### src/hdl/t8eu_pkg.sv
// ---------------------------------------------------------------------------
// t8eu_pkg: shared types and constants of the tiny8 execute unit
// Item and result layouts, opcode encoding and the flags byte bit masks.
// ---------------------------------------------------------------------------
package t8eu_pkg;

	// Width of the program counter; the result carries its low byte.
	localparam int PC_WIDTH = 8;

	// Flags byte bit masks.
	localparam logic [7:0] F_CARRY = 8'b0000_0001;
	localparam logic [7:0] F_FIXED = 8'b0000_0010;
	localparam logic [7:0] F_EOF   = 8'b0000_0100;
	localparam logic [7:0] F_ZERO  = 8'b0001_0000;
	localparam logic [7:0] F_OVF   = 8'b0010_0000;

	// Opcodes in instruction bits 15..11. Codes not listed act as NOP.
	typedef enum logic [4:0] {
		OP_NOP  = 5'h00,
		OP_IN   = 5'h01,
		OP_OUT  = 5'h02,
		OP_MOV  = 5'h03,
		OP_MOVC = 5'h04,
		OP_JMP  = 5'h05,
		OP_JZ   = 5'h06,
		OP_JNZ  = 5'h07,
		OP_JC   = 5'h08,
		OP_JO   = 5'h09,
		OP_JFE  = 5'h0A,
		OP_HLT  = 5'h0B,
		OP_INC  = 5'h0C,
		OP_DEC  = 5'h0D,
		OP_ADD  = 5'h0E,
		OP_SUB  = 5'h0F,
		OP_XOR  = 5'h10,
		OP_OR   = 5'h11,
		OP_AND  = 5'h12,
		OP_LSR  = 5'h13,
		OP_LSL  = 5'h14
	} opcode_t;

	// One input item.
	typedef struct packed {
		logic [15:0] instr;
		logic [7:0]  in_byte;
		logic        in_present;
	} item_t;

	// One result item.
	typedef struct packed {
		logic       out_valid;
		logic [7:0] out_byte;
		logic       in_taken;
		logic [7:0] next_pc;
		logic [7:0] flags_now;
		logic       halted;
	} result_t;

endpackage

### src/hdl/tiny8_cpu_execute_unit_core.sv
// ---------------------------------------------------------------------------
// tiny8_cpu_execute_unit_core: execute unit of a small 8-bit machine
// Runs one 16-bit instruction per transfer against a register file held in
// a synchronous memory, and returns output byte, next PC, flags and halt.
// ---------------------------------------------------------------------------
// Each result passes stage one and the output register before it is offered.
// Throughput: one instruction per cycle while results are not stalled; the
// register file read at transfer and the write-back from stage one are joined
// by a forwarding register, so dependent instructions run back to back.
// Reset clears PC, halt mark, pipeline control and the register valid bits
// (an unwritten register reads as zero); flags reset to 0x02.
module tiny8_cpu_execute_unit_core (
	input  logic              clk,
	input  logic              arst_n,
	input  logic              item_valid,
	output logic              item_stall,
	input  t8eu_pkg::item_t   item,
	output logic              result_valid,
	input  logic              result_stall,
	output t8eu_pkg::result_t result
);

	// Issue-side decode.
	t8eu_pkg::opcode_t op_in;
	logic              is_alu_in;
	logic [2:0]        a_addr;
	logic [2:0]        b_addr;
	logic              accept;
	logic              advance;

	// Register file memory and valid bits.
	logic [7:0] regs_mem [8];
	logic [7:0] reg_vld_q;

	// Stage one.
	logic              valid_s1;
	t8eu_pkg::opcode_t op_s1;
	logic [2:0]        d_s1;
	logic [7:0]        k_s1;
	logic [7:0]        in_byte_s1;
	logic              in_present_s1;
	logic [7:0]        rd_a_s1;
	logic [7:0]        rd_b_s1;
	logic              vld_a_s1;
	logic              vld_b_s1;
	logic              hit_a_s1;
	logic              hit_b_s1;
	logic [7:0]        fwd_data_q;

	// Architectural state.
	logic [t8eu_pkg::PC_WIDTH-1:0] pc_q;
	logic [7:0]                    flags_q;
	logic                          halt_q;

	// Execute results.
	logic [7:0]                    opa;
	logic [7:0]                    opb;
	logic [8:0]                    sum9;
	logic [7:0]                    alu_r;
	logic                          jump;
	logic signed [7:0]             off_s;
	logic [t8eu_pkg::PC_WIDTH-1:0] pc_nx;
	logic [7:0]                    flags_nx;
	logic                          halt_nx;
	logic                          wr_en;
	logic [7:0]                    wr_data;

	// Output register.
	logic              result_valid_q;
	t8eu_pkg::result_t result_q;
	t8eu_pkg::result_t result_nx;

	// Handshake: stage one advances when the output register is free or drains.
	assign advance    = valid_s1 && (!result_valid_q || !result_stall);
	assign item_stall = valid_s1 && !advance;
	assign accept     = item_valid && !item_stall;

	// Read addresses: port A is dest for INC, DEC and two-operand ALU forms,
	// port B is src2 for three-operand ALU forms; both default to src1.
	always_comb begin
		op_in     = t8eu_pkg::opcode_t'(item.instr[15:11]);
		is_alu_in = op_in inside {t8eu_pkg::OP_ADD, t8eu_pkg::OP_SUB, t8eu_pkg::OP_XOR,
			t8eu_pkg::OP_OR, t8eu_pkg::OP_AND};
		if ((op_in inside {t8eu_pkg::OP_INC, t8eu_pkg::OP_DEC}) || (is_alu_in && !item.instr[7])) begin
			a_addr = item.instr[10:8];
		end else begin
			a_addr = item.instr[6:4];
		end
		if (is_alu_in && item.instr[7]) begin
			b_addr = item.instr[2:0];
		end else begin
			b_addr = item.instr[6:4];
		end
	end

	// Register file memory: one write port, two registered read ports.
	always_ff @(posedge clk) begin
		if (wr_en && advance) begin
			regs_mem[d_s1] <= wr_data;
		end
		if (accept) begin
			rd_a_s1 <= regs_mem[a_addr];
			rd_b_s1 <= regs_mem[b_addr];
		end
	end

	// Stage one payload, including forwarding of a write made in the same cycle.
	always_ff @(posedge clk) begin
		if (accept) begin
			op_s1         <= op_in;
			d_s1          <= item.instr[10:8];
			k_s1          <= item.instr[7:0];
			in_byte_s1    <= item.in_byte;
			in_present_s1 <= item.in_present;
			vld_a_s1      <= reg_vld_q[a_addr];
			vld_b_s1      <= reg_vld_q[b_addr];
			hit_a_s1      <= wr_en && advance && (d_s1 == a_addr);
			hit_b_s1      <= wr_en && advance && (d_s1 == b_addr);
			fwd_data_q    <= wr_data;
		end
	end

	// Stage one occupancy.
	always_ff @(posedge clk or negedge arst_n) begin
		if (!arst_n) begin
			valid_s1 <= 1'b0;
		end else if (accept) begin
			valid_s1 <= 1'b1;
		end else if (advance) begin
			valid_s1 <= 1'b0;
		end
	end

	// Operand selection: forwarded data, then memory, else the reset value.
	always_comb begin
		if (hit_a_s1) begin
			opa = fwd_data_q;
		end else begin
			opa = vld_a_s1 ? rd_a_s1 : 8'h00;
		end
		if (hit_b_s1) begin
			opb = fwd_data_q;
		end else begin
			opb = vld_b_s1 ? rd_b_s1 : 8'h00;
		end
	end

	// Execute: next PC, flags, halt mark, register write and the result.
	always_comb begin
		off_s    = signed'(k_s1);
		sum9     = {1'b0, opa} + {1'b0, opb};
		alu_r    = 8'h00;
		jump     = 1'b0;
		pc_nx    = pc_q + t8eu_pkg::PC_WIDTH'(2);
		flags_nx = flags_q;
		halt_nx  = halt_q;
		wr_en    = 1'b0;
		wr_data  = opa;
		result_nx.out_valid = 1'b0;
		result_nx.out_byte  = 8'h00;
		result_nx.in_taken  = 1'b0;
		if (halt_q) begin
			pc_nx = pc_q;
		end else begin
			case (op_s1)
				t8eu_pkg::OP_IN: begin
					if (in_present_s1) begin
						wr_en              = 1'b1;
						wr_data            = in_byte_s1;
						result_nx.in_taken = 1'b1;
					end else begin
						flags_nx = flags_q | t8eu_pkg::F_EOF;
					end
				end
				t8eu_pkg::OP_OUT: begin
					result_nx.out_valid = 1'b1;
					result_nx.out_byte  = opa;
				end
				t8eu_pkg::OP_MOV: begin
					wr_en = 1'b1;
				end
				t8eu_pkg::OP_MOVC: begin
					wr_en   = 1'b1;
					wr_data = k_s1;
				end
				t8eu_pkg::OP_JMP: jump = 1'b1;
				t8eu_pkg::OP_JZ:  jump = (flags_q & t8eu_pkg::F_ZERO) != 8'h00;
				t8eu_pkg::OP_JNZ: jump = (flags_q & t8eu_pkg::F_ZERO) == 8'h00;
				t8eu_pkg::OP_JC:  jump = (flags_q & t8eu_pkg::F_CARRY) != 8'h00;
				t8eu_pkg::OP_JO:  jump = (flags_q & t8eu_pkg::F_OVF) != 8'h00;
				t8eu_pkg::OP_JFE: jump = (flags_q & t8eu_pkg::F_EOF) != 8'h00;
				t8eu_pkg::OP_HLT: halt_nx = 1'b1;
				t8eu_pkg::OP_INC, t8eu_pkg::OP_DEC, t8eu_pkg::OP_ADD, t8eu_pkg::OP_SUB,
				t8eu_pkg::OP_XOR, t8eu_pkg::OP_OR, t8eu_pkg::OP_AND, t8eu_pkg::OP_LSR,
				t8eu_pkg::OP_LSL: begin
					flags_nx = t8eu_pkg::F_FIXED;
					case (op_s1)
						t8eu_pkg::OP_INC: begin
							alu_r = opa + 8'd1;
							if (opa == 8'hFF) flags_nx = flags_nx | t8eu_pkg::F_CARRY;
							if (opa == 8'h7F) flags_nx = flags_nx | t8eu_pkg::F_OVF;
						end
						t8eu_pkg::OP_DEC: begin
							alu_r = opa - 8'd1;
							if (opa == 8'h00) flags_nx = flags_nx | t8eu_pkg::F_CARRY;
							if (opa == 8'h80) flags_nx = flags_nx | t8eu_pkg::F_OVF;
						end
						t8eu_pkg::OP_ADD: begin
							alu_r = sum9[7:0];
							if (sum9[8]) flags_nx = flags_nx | t8eu_pkg::F_CARRY;
							if (!(opa[7] ^ opb[7]) && (opa[7] ^ alu_r[7])) begin
								flags_nx = flags_nx | t8eu_pkg::F_OVF;
							end
						end
						t8eu_pkg::OP_SUB: begin
							alu_r = opa - opb;
							if (opb > opa) flags_nx = flags_nx | t8eu_pkg::F_CARRY;
							if ((opa[7] ^ opb[7]) && (opa[7] ^ alu_r[7])) begin
								flags_nx = flags_nx | t8eu_pkg::F_OVF;
							end
						end
						t8eu_pkg::OP_XOR: alu_r = opa ^ opb;
						t8eu_pkg::OP_OR:  alu_r = opa | opb;
						t8eu_pkg::OP_AND: alu_r = opa & opb;
						t8eu_pkg::OP_LSR: alu_r = {1'b0, opa[7:1]};
						t8eu_pkg::OP_LSL: alu_r = {opa[6:0], 1'b0};
						default:          alu_r = 8'h00;
					endcase
					if (alu_r == 8'h00) flags_nx = flags_nx | t8eu_pkg::F_ZERO;
					wr_en   = 1'b1;
					wr_data = alu_r;
				end
				default: begin
				end
			endcase
			if (jump) begin
				pc_nx = pc_q + t8eu_pkg::PC_WIDTH'(off_s);
			end
		end
		result_nx.next_pc   = pc_nx[7:0];
		result_nx.flags_now = flags_nx;
		result_nx.halted    = halt_nx;
	end

	// Architectural state and register valid bits, updated as an item retires.
	always_ff @(posedge clk or negedge arst_n) begin
		if (!arst_n) begin
			pc_q      <= '0;
			flags_q   <= t8eu_pkg::F_FIXED;
			halt_q    <= 1'b0;
			reg_vld_q <= '0;
		end else if (advance) begin
			pc_q    <= pc_nx;
			flags_q <= flags_nx;
			halt_q  <= halt_nx;
			if (wr_en) begin
				reg_vld_q[d_s1] <= 1'b1;
			end
		end
	end

	// Output register valid.
	always_ff @(posedge clk or negedge arst_n) begin
		if (!arst_n) begin
			result_valid_q <= 1'b0;
		end else if (advance) begin
			result_valid_q <= 1'b1;
		end else if (!result_stall) begin
			result_valid_q <= 1'b0;
		end
	end

	// Output register payload.
	always_ff @(posedge clk) begin
		if (advance) begin
			result_q <= result_nx;
		end
	end

	assign result_valid = result_valid_q;
	assign result       = result_q;

`ifndef SYNTHESIS
	// Once halted, the machine stays halted.
	a_halt_sticky: assert property (@(posedge clk) disable iff (!arst_n)
		halt_q |=> halt_q) else $error("halt mark cleared");

	// A halted machine holds its PC and flags.
	a_halt_frozen: assert property (@(posedge clk) disable iff (!arst_n)
		(halt_q && advance) |=> (pc_q == $past(pc_q)) && (flags_q == $past(flags_q)))
		else $error("state changed after halt");

	// No register write-back without a retiring, running instruction.
	a_write_ok: assert property (@(posedge clk) disable iff (!arst_n)
		wr_en && advance |-> !halt_q && valid_s1) else $error("stray register write");

	// The input side stalls only behind a full, stalled output register.
	a_stall_cause: assert property (@(posedge clk) disable iff (!arst_n)
		item_stall |-> valid_s1 && result_valid_q && result_stall)
		else $error("input stalled without cause");

	// The fixed flag bit is always set.
	a_fixed_flag: assert property (@(posedge clk) disable iff (!arst_n)
		(flags_q & t8eu_pkg::F_FIXED) != 8'h00) else $error("fixed flag lost");
`endif

endmodule

### config.mk
export PLATFORM = sky130hd
export DESIGN_NAME = tiny8_cpu_execute_unit_core
export DESIGN_NICKNAME = d
export VERILOG_FILES = /design/src/hdl/t8eu_pkg.sv /design/src/hdl/tiny8_cpu_execute_unit_core.sv
export SDC_FILE = /design/constraint.sdc
export NUM_CORES = 1
export LEC_CHECK = 0
export BUFFER_PORTS_ARGS = -buffer_cell sky130_fd_sc_hd__buf_2
export CAP_MARGIN = 20
export CORE_ASPECT_RATIO = 1.2
export CORE_MARGIN = 2
export CORE_UTILIZATION = 61
export DETAILED_ROUTE_END_ITERATION = 7
export GPL_ROUTABILITY_DRIVEN = 0
export PLACE_DENSITY = 0.8
export RECOVER_POWER = 100
export SLEW_MARGIN = 20
export SYNTH_ARGS = -nofsm -noshare
export SYNTH_HDL_FRONTEND = slang
export SYNTH_SLANG_ARGS = --single-unit
export TNS_END_PERCENT = 100
### constraint.sdc
create_clock -name clk -period 9 [get_ports clk]
set_input_delay 1.8 -clock clk [delete_from_list [all_inputs] [get_ports clk]]
set_output_delay 1.8 -clock clk [all_outputs]
set_load 0.02 [all_outputs]
==> summary.md <==
| Metric | Value |
|---|---|
| Diodes inserted | 0 |
| Critical path class | flip-flop to flip-flop |
| DRT antenna net count | 0 |
| Tot GR Track Use | 30.6% |
| Vias in the first global route | 7,165 |
| Synth top cells by count | edfxtp_1 (144), nand2_1 (56), nor2_1 (50) |
| Avg WL per Cell | ~24 um |
| Via total after detailed routing | 7,255 |
| Number of flops mapped to enable cells by yosys | 144 |
| Most frequent cell after synthesis | edfxtp_1 |
| Mapped cell area | roughly 0.01 sq mm |
| Synthesis-stage register bit count | 171 |
| Placed cell area | 0.0103 sq mm |
| Clock Sinks | 171 |
| Design area | 0.0107 sq mm |
| Worst-Skew Late Latency | 440 ps |
| Total Negative Setup Slacks | 0 ps |
| Row count | 50 |
| Final Hold Fails | 0 |
| Startpoint Class | flip-flop |
| Fin crit share | 63.0% |
| Synth Area in Simple Gates | 13.4% |
| First-pass GRT wire length | 39,200 um |
| Max Cap Viol | 6 |
| Main combinational cell family by area after synthesis | simple AND/OR/NAND/NOR gates |
| Largest fanout on the critical path | 44 |
| CTS-repair resized insts | 0 |
| Layout cells sized above 1 | 12.5% |
| Unrepaired setup endpoints after global routing | no |
| GR Overflow Total | 0 |
| Syn Area/Cell | 12.2 sq um |
| H-tree Lvls | 4 |
| Seq/Total Area, Yosys | about half |
| Hold_buf cts | 0 |
| Achievable Freq | 0.176 GHz |
| Die height | 143 um |
| Fill count | ~1,100 |
| Slew margin rel. | -121% |
| DRC Markers | 0 |
| Max Slew Vio Count | 179 |
| Synthesized instance count | 804 |
| Critical path endpoint category | flip-flop |
| CP arrival | 5790 ps |
| Power per standard cell area | approximately 220 mW/mm^2 |
| Die footprint | 0.0171 sq mm |
| Synth-to-Final Area Change | 9.43% |
| Clk_skew | 14.8 ps |
| CTS tree | done |
| DRT Pass-1 Iters | 5 |
| Data required time of the worst path | a little over 9000 ps |
| IO Count | 58 |
| Clock slew at reported path FFs | roughly 80 ps |
| Post-synthesis compound-gate area fraction | 12.3% |
| HP Class | flip-flop to flip-flop |
| Vias/cell | 6.75 |
| Die Span X | 120 um |
| Initial core utilization | 62.5% |
| Predominant post-synthesis flop cell | edfxtp_1 |
| Synth Area in XOR/XNOR | 2.85% |
| Worst slew pin tran | ~3300 ps |
| Adder-cell share of the synthesized area | 4.69% |
| Final nets | about 920 |
| Ys async rst share | approximately 16% |
| Routed Wire Length | 25,400 um |
| Largest net degree at the start of global routing | 54 |
| Post-Syn Nets | ~870 |
| 1st-iter DRT viols | 867 |
| Final setup vio count | 0 |
| Buffers on Ports | 57 |
| Peak VDD IR | 0.215 mV |
| Violated checks | max-capacitance violations, max-slew violations |
| Clk Tree Root Cell | clkbuf_16 |
| Post-synth cell types | between 70 and 80 |
| Clock Tree Buf Depth | 2 |
| Leakage power | roughly 4.0 nW |
| WHS | 488 ps |
| DP Wirelength | 17,000 um |
| Core ar. | 0.0157 sq mm |
| Post CTS Setup Buffer Count | 0 |
| Yosys warns | 0 |
| Biggest area consumer among synthesized cells | edfxtp_1 |
| Synth top area cells | edfxtp_1 (44%), mux4_2 (6.6%), dfrtp_1 (6.6%) |
| Mux cell area share after synthesis | roughly an eighth |
| Pre-CTS worst setup slack | between 4000 and 5000 ps |
| Initial antenna violation count | 0 |
| Final worst slack | 3330 ps |
| Period minus WS final | 5670 ps |
| Status | complete, but fails checks |
| Yosys top cell area share | 44.0% |
| CTS Buf Count | 17 |
==> flip-flops by register name, summed over array words and instances, names as in the netlist, 3 cells and up <==
| name | count |
|---|---|
| regs_mem | 64 |
| result | 27 |
| flags_q | 8 |
| fwd_data_q | 8 |
| in_byte_s1 | 8 |
| k_s1 | 8 |
| pc_q | 8 |
| rd_a_s1 | 8 |
| rd_b_s1 | 8 |
| reg_vld_q | 8 |
| op_s1 | 5 |
| d_s1 | 3 |
==> area by class of cell <==
| type | instances | area (sq um) | share of cell area, % |
|---|---|---|---|
| timing repair buffer | 67 | 268 | 2.49 |
| clock inverter | 15 | 180 | 1.68 |
| inverter | 35 | 131 | 1.22 |
| multi-input combinational | 562 | 4480 | 41.7 |
| sequential | 171 | 5000 | 46.5 |
| clock buffer | 17 | 425 | 3.96 |
| tap | 208 | 260 | 2.42 |
==> critical path, stage by stage (launching register included) <==
cell      delay, ps
edfxtp_1        320
clkbuf_1       1440
clkinv_1        820
nor2_1          520
xnor2_1         130
ha_1            270
o41ai_1         580
xnor2_1         120
o211ai_1        340
nor3_1           90
a21oi_1         690
==> logic make-up (layout without fill, tap and decap cells) <==
group	after synthesis	after routing
simple gates	248	248
compound gates	176	176
flops	171	171
mux	71	71
buf+inv	71	134
fa+ha+maj	35	35
xor+xnor	32	32
==> layout by cell type (no fill, tap or decap), drive strengths merged, types with 14 or more instances in the layout <==
cell type	count
a21oi	33
nor3	20
ha	32
and2	19
mux4	36
clkbuf	77
nand3b	14
mux2	24
o21ai	47
nand2	56
edfxtp	144
nor2	50
nand3	19
dfrtp	26
inv	43
xnor2	28
==> worst paths after layout <==
check	startpoint	depth (start not counted)	end	slack (ps)
setup / recovery	op_s1[0]	10	fwd_data_q[4]	3330
hold reg to reg	flags_q[3]	1	flags_q[3]	490
setup reg to reg	op_s1[0]	10	fwd_data_q[4]	3330
min in group asynchronous	arst_n	1	flags_q[6]	1750
max in group asynchronous	arst_n	1	flags_q[4]	6340
hold / removal	flags_q[3]	1	flags_q[3]	490
==> per-layer routing <==
layer  track usage [%]  wire (um)
met2              52.4      12800
met4              15.2       1100
met5                 0          0
met1              37.6       9330
met3              5.51       2140
==> report_power, final <==
group	internal (W)	switching (W)	total, W
clock	0.000379	0.000367	0.000746
sequential	0.000962	0.0000778	0.00104
combinational	0.000223	0.000335	0.000558
total	0.00156	0.000780	0.00234
==> metrics by stage <==
stage	util (%)	power, W	cells
2_1_floorplan	-	0.00144	804
3_3_place_gp	65.3	0.00156	1041
3_5_place_dp	65.3	0.00159	1041
4_1_cts	69.2	0.00234	1073
5_1_grt	68.4	0.00243	1075
6_report	68.4	0.00234	1075
No activity file was read; power rests on OpenSTA's default activity.
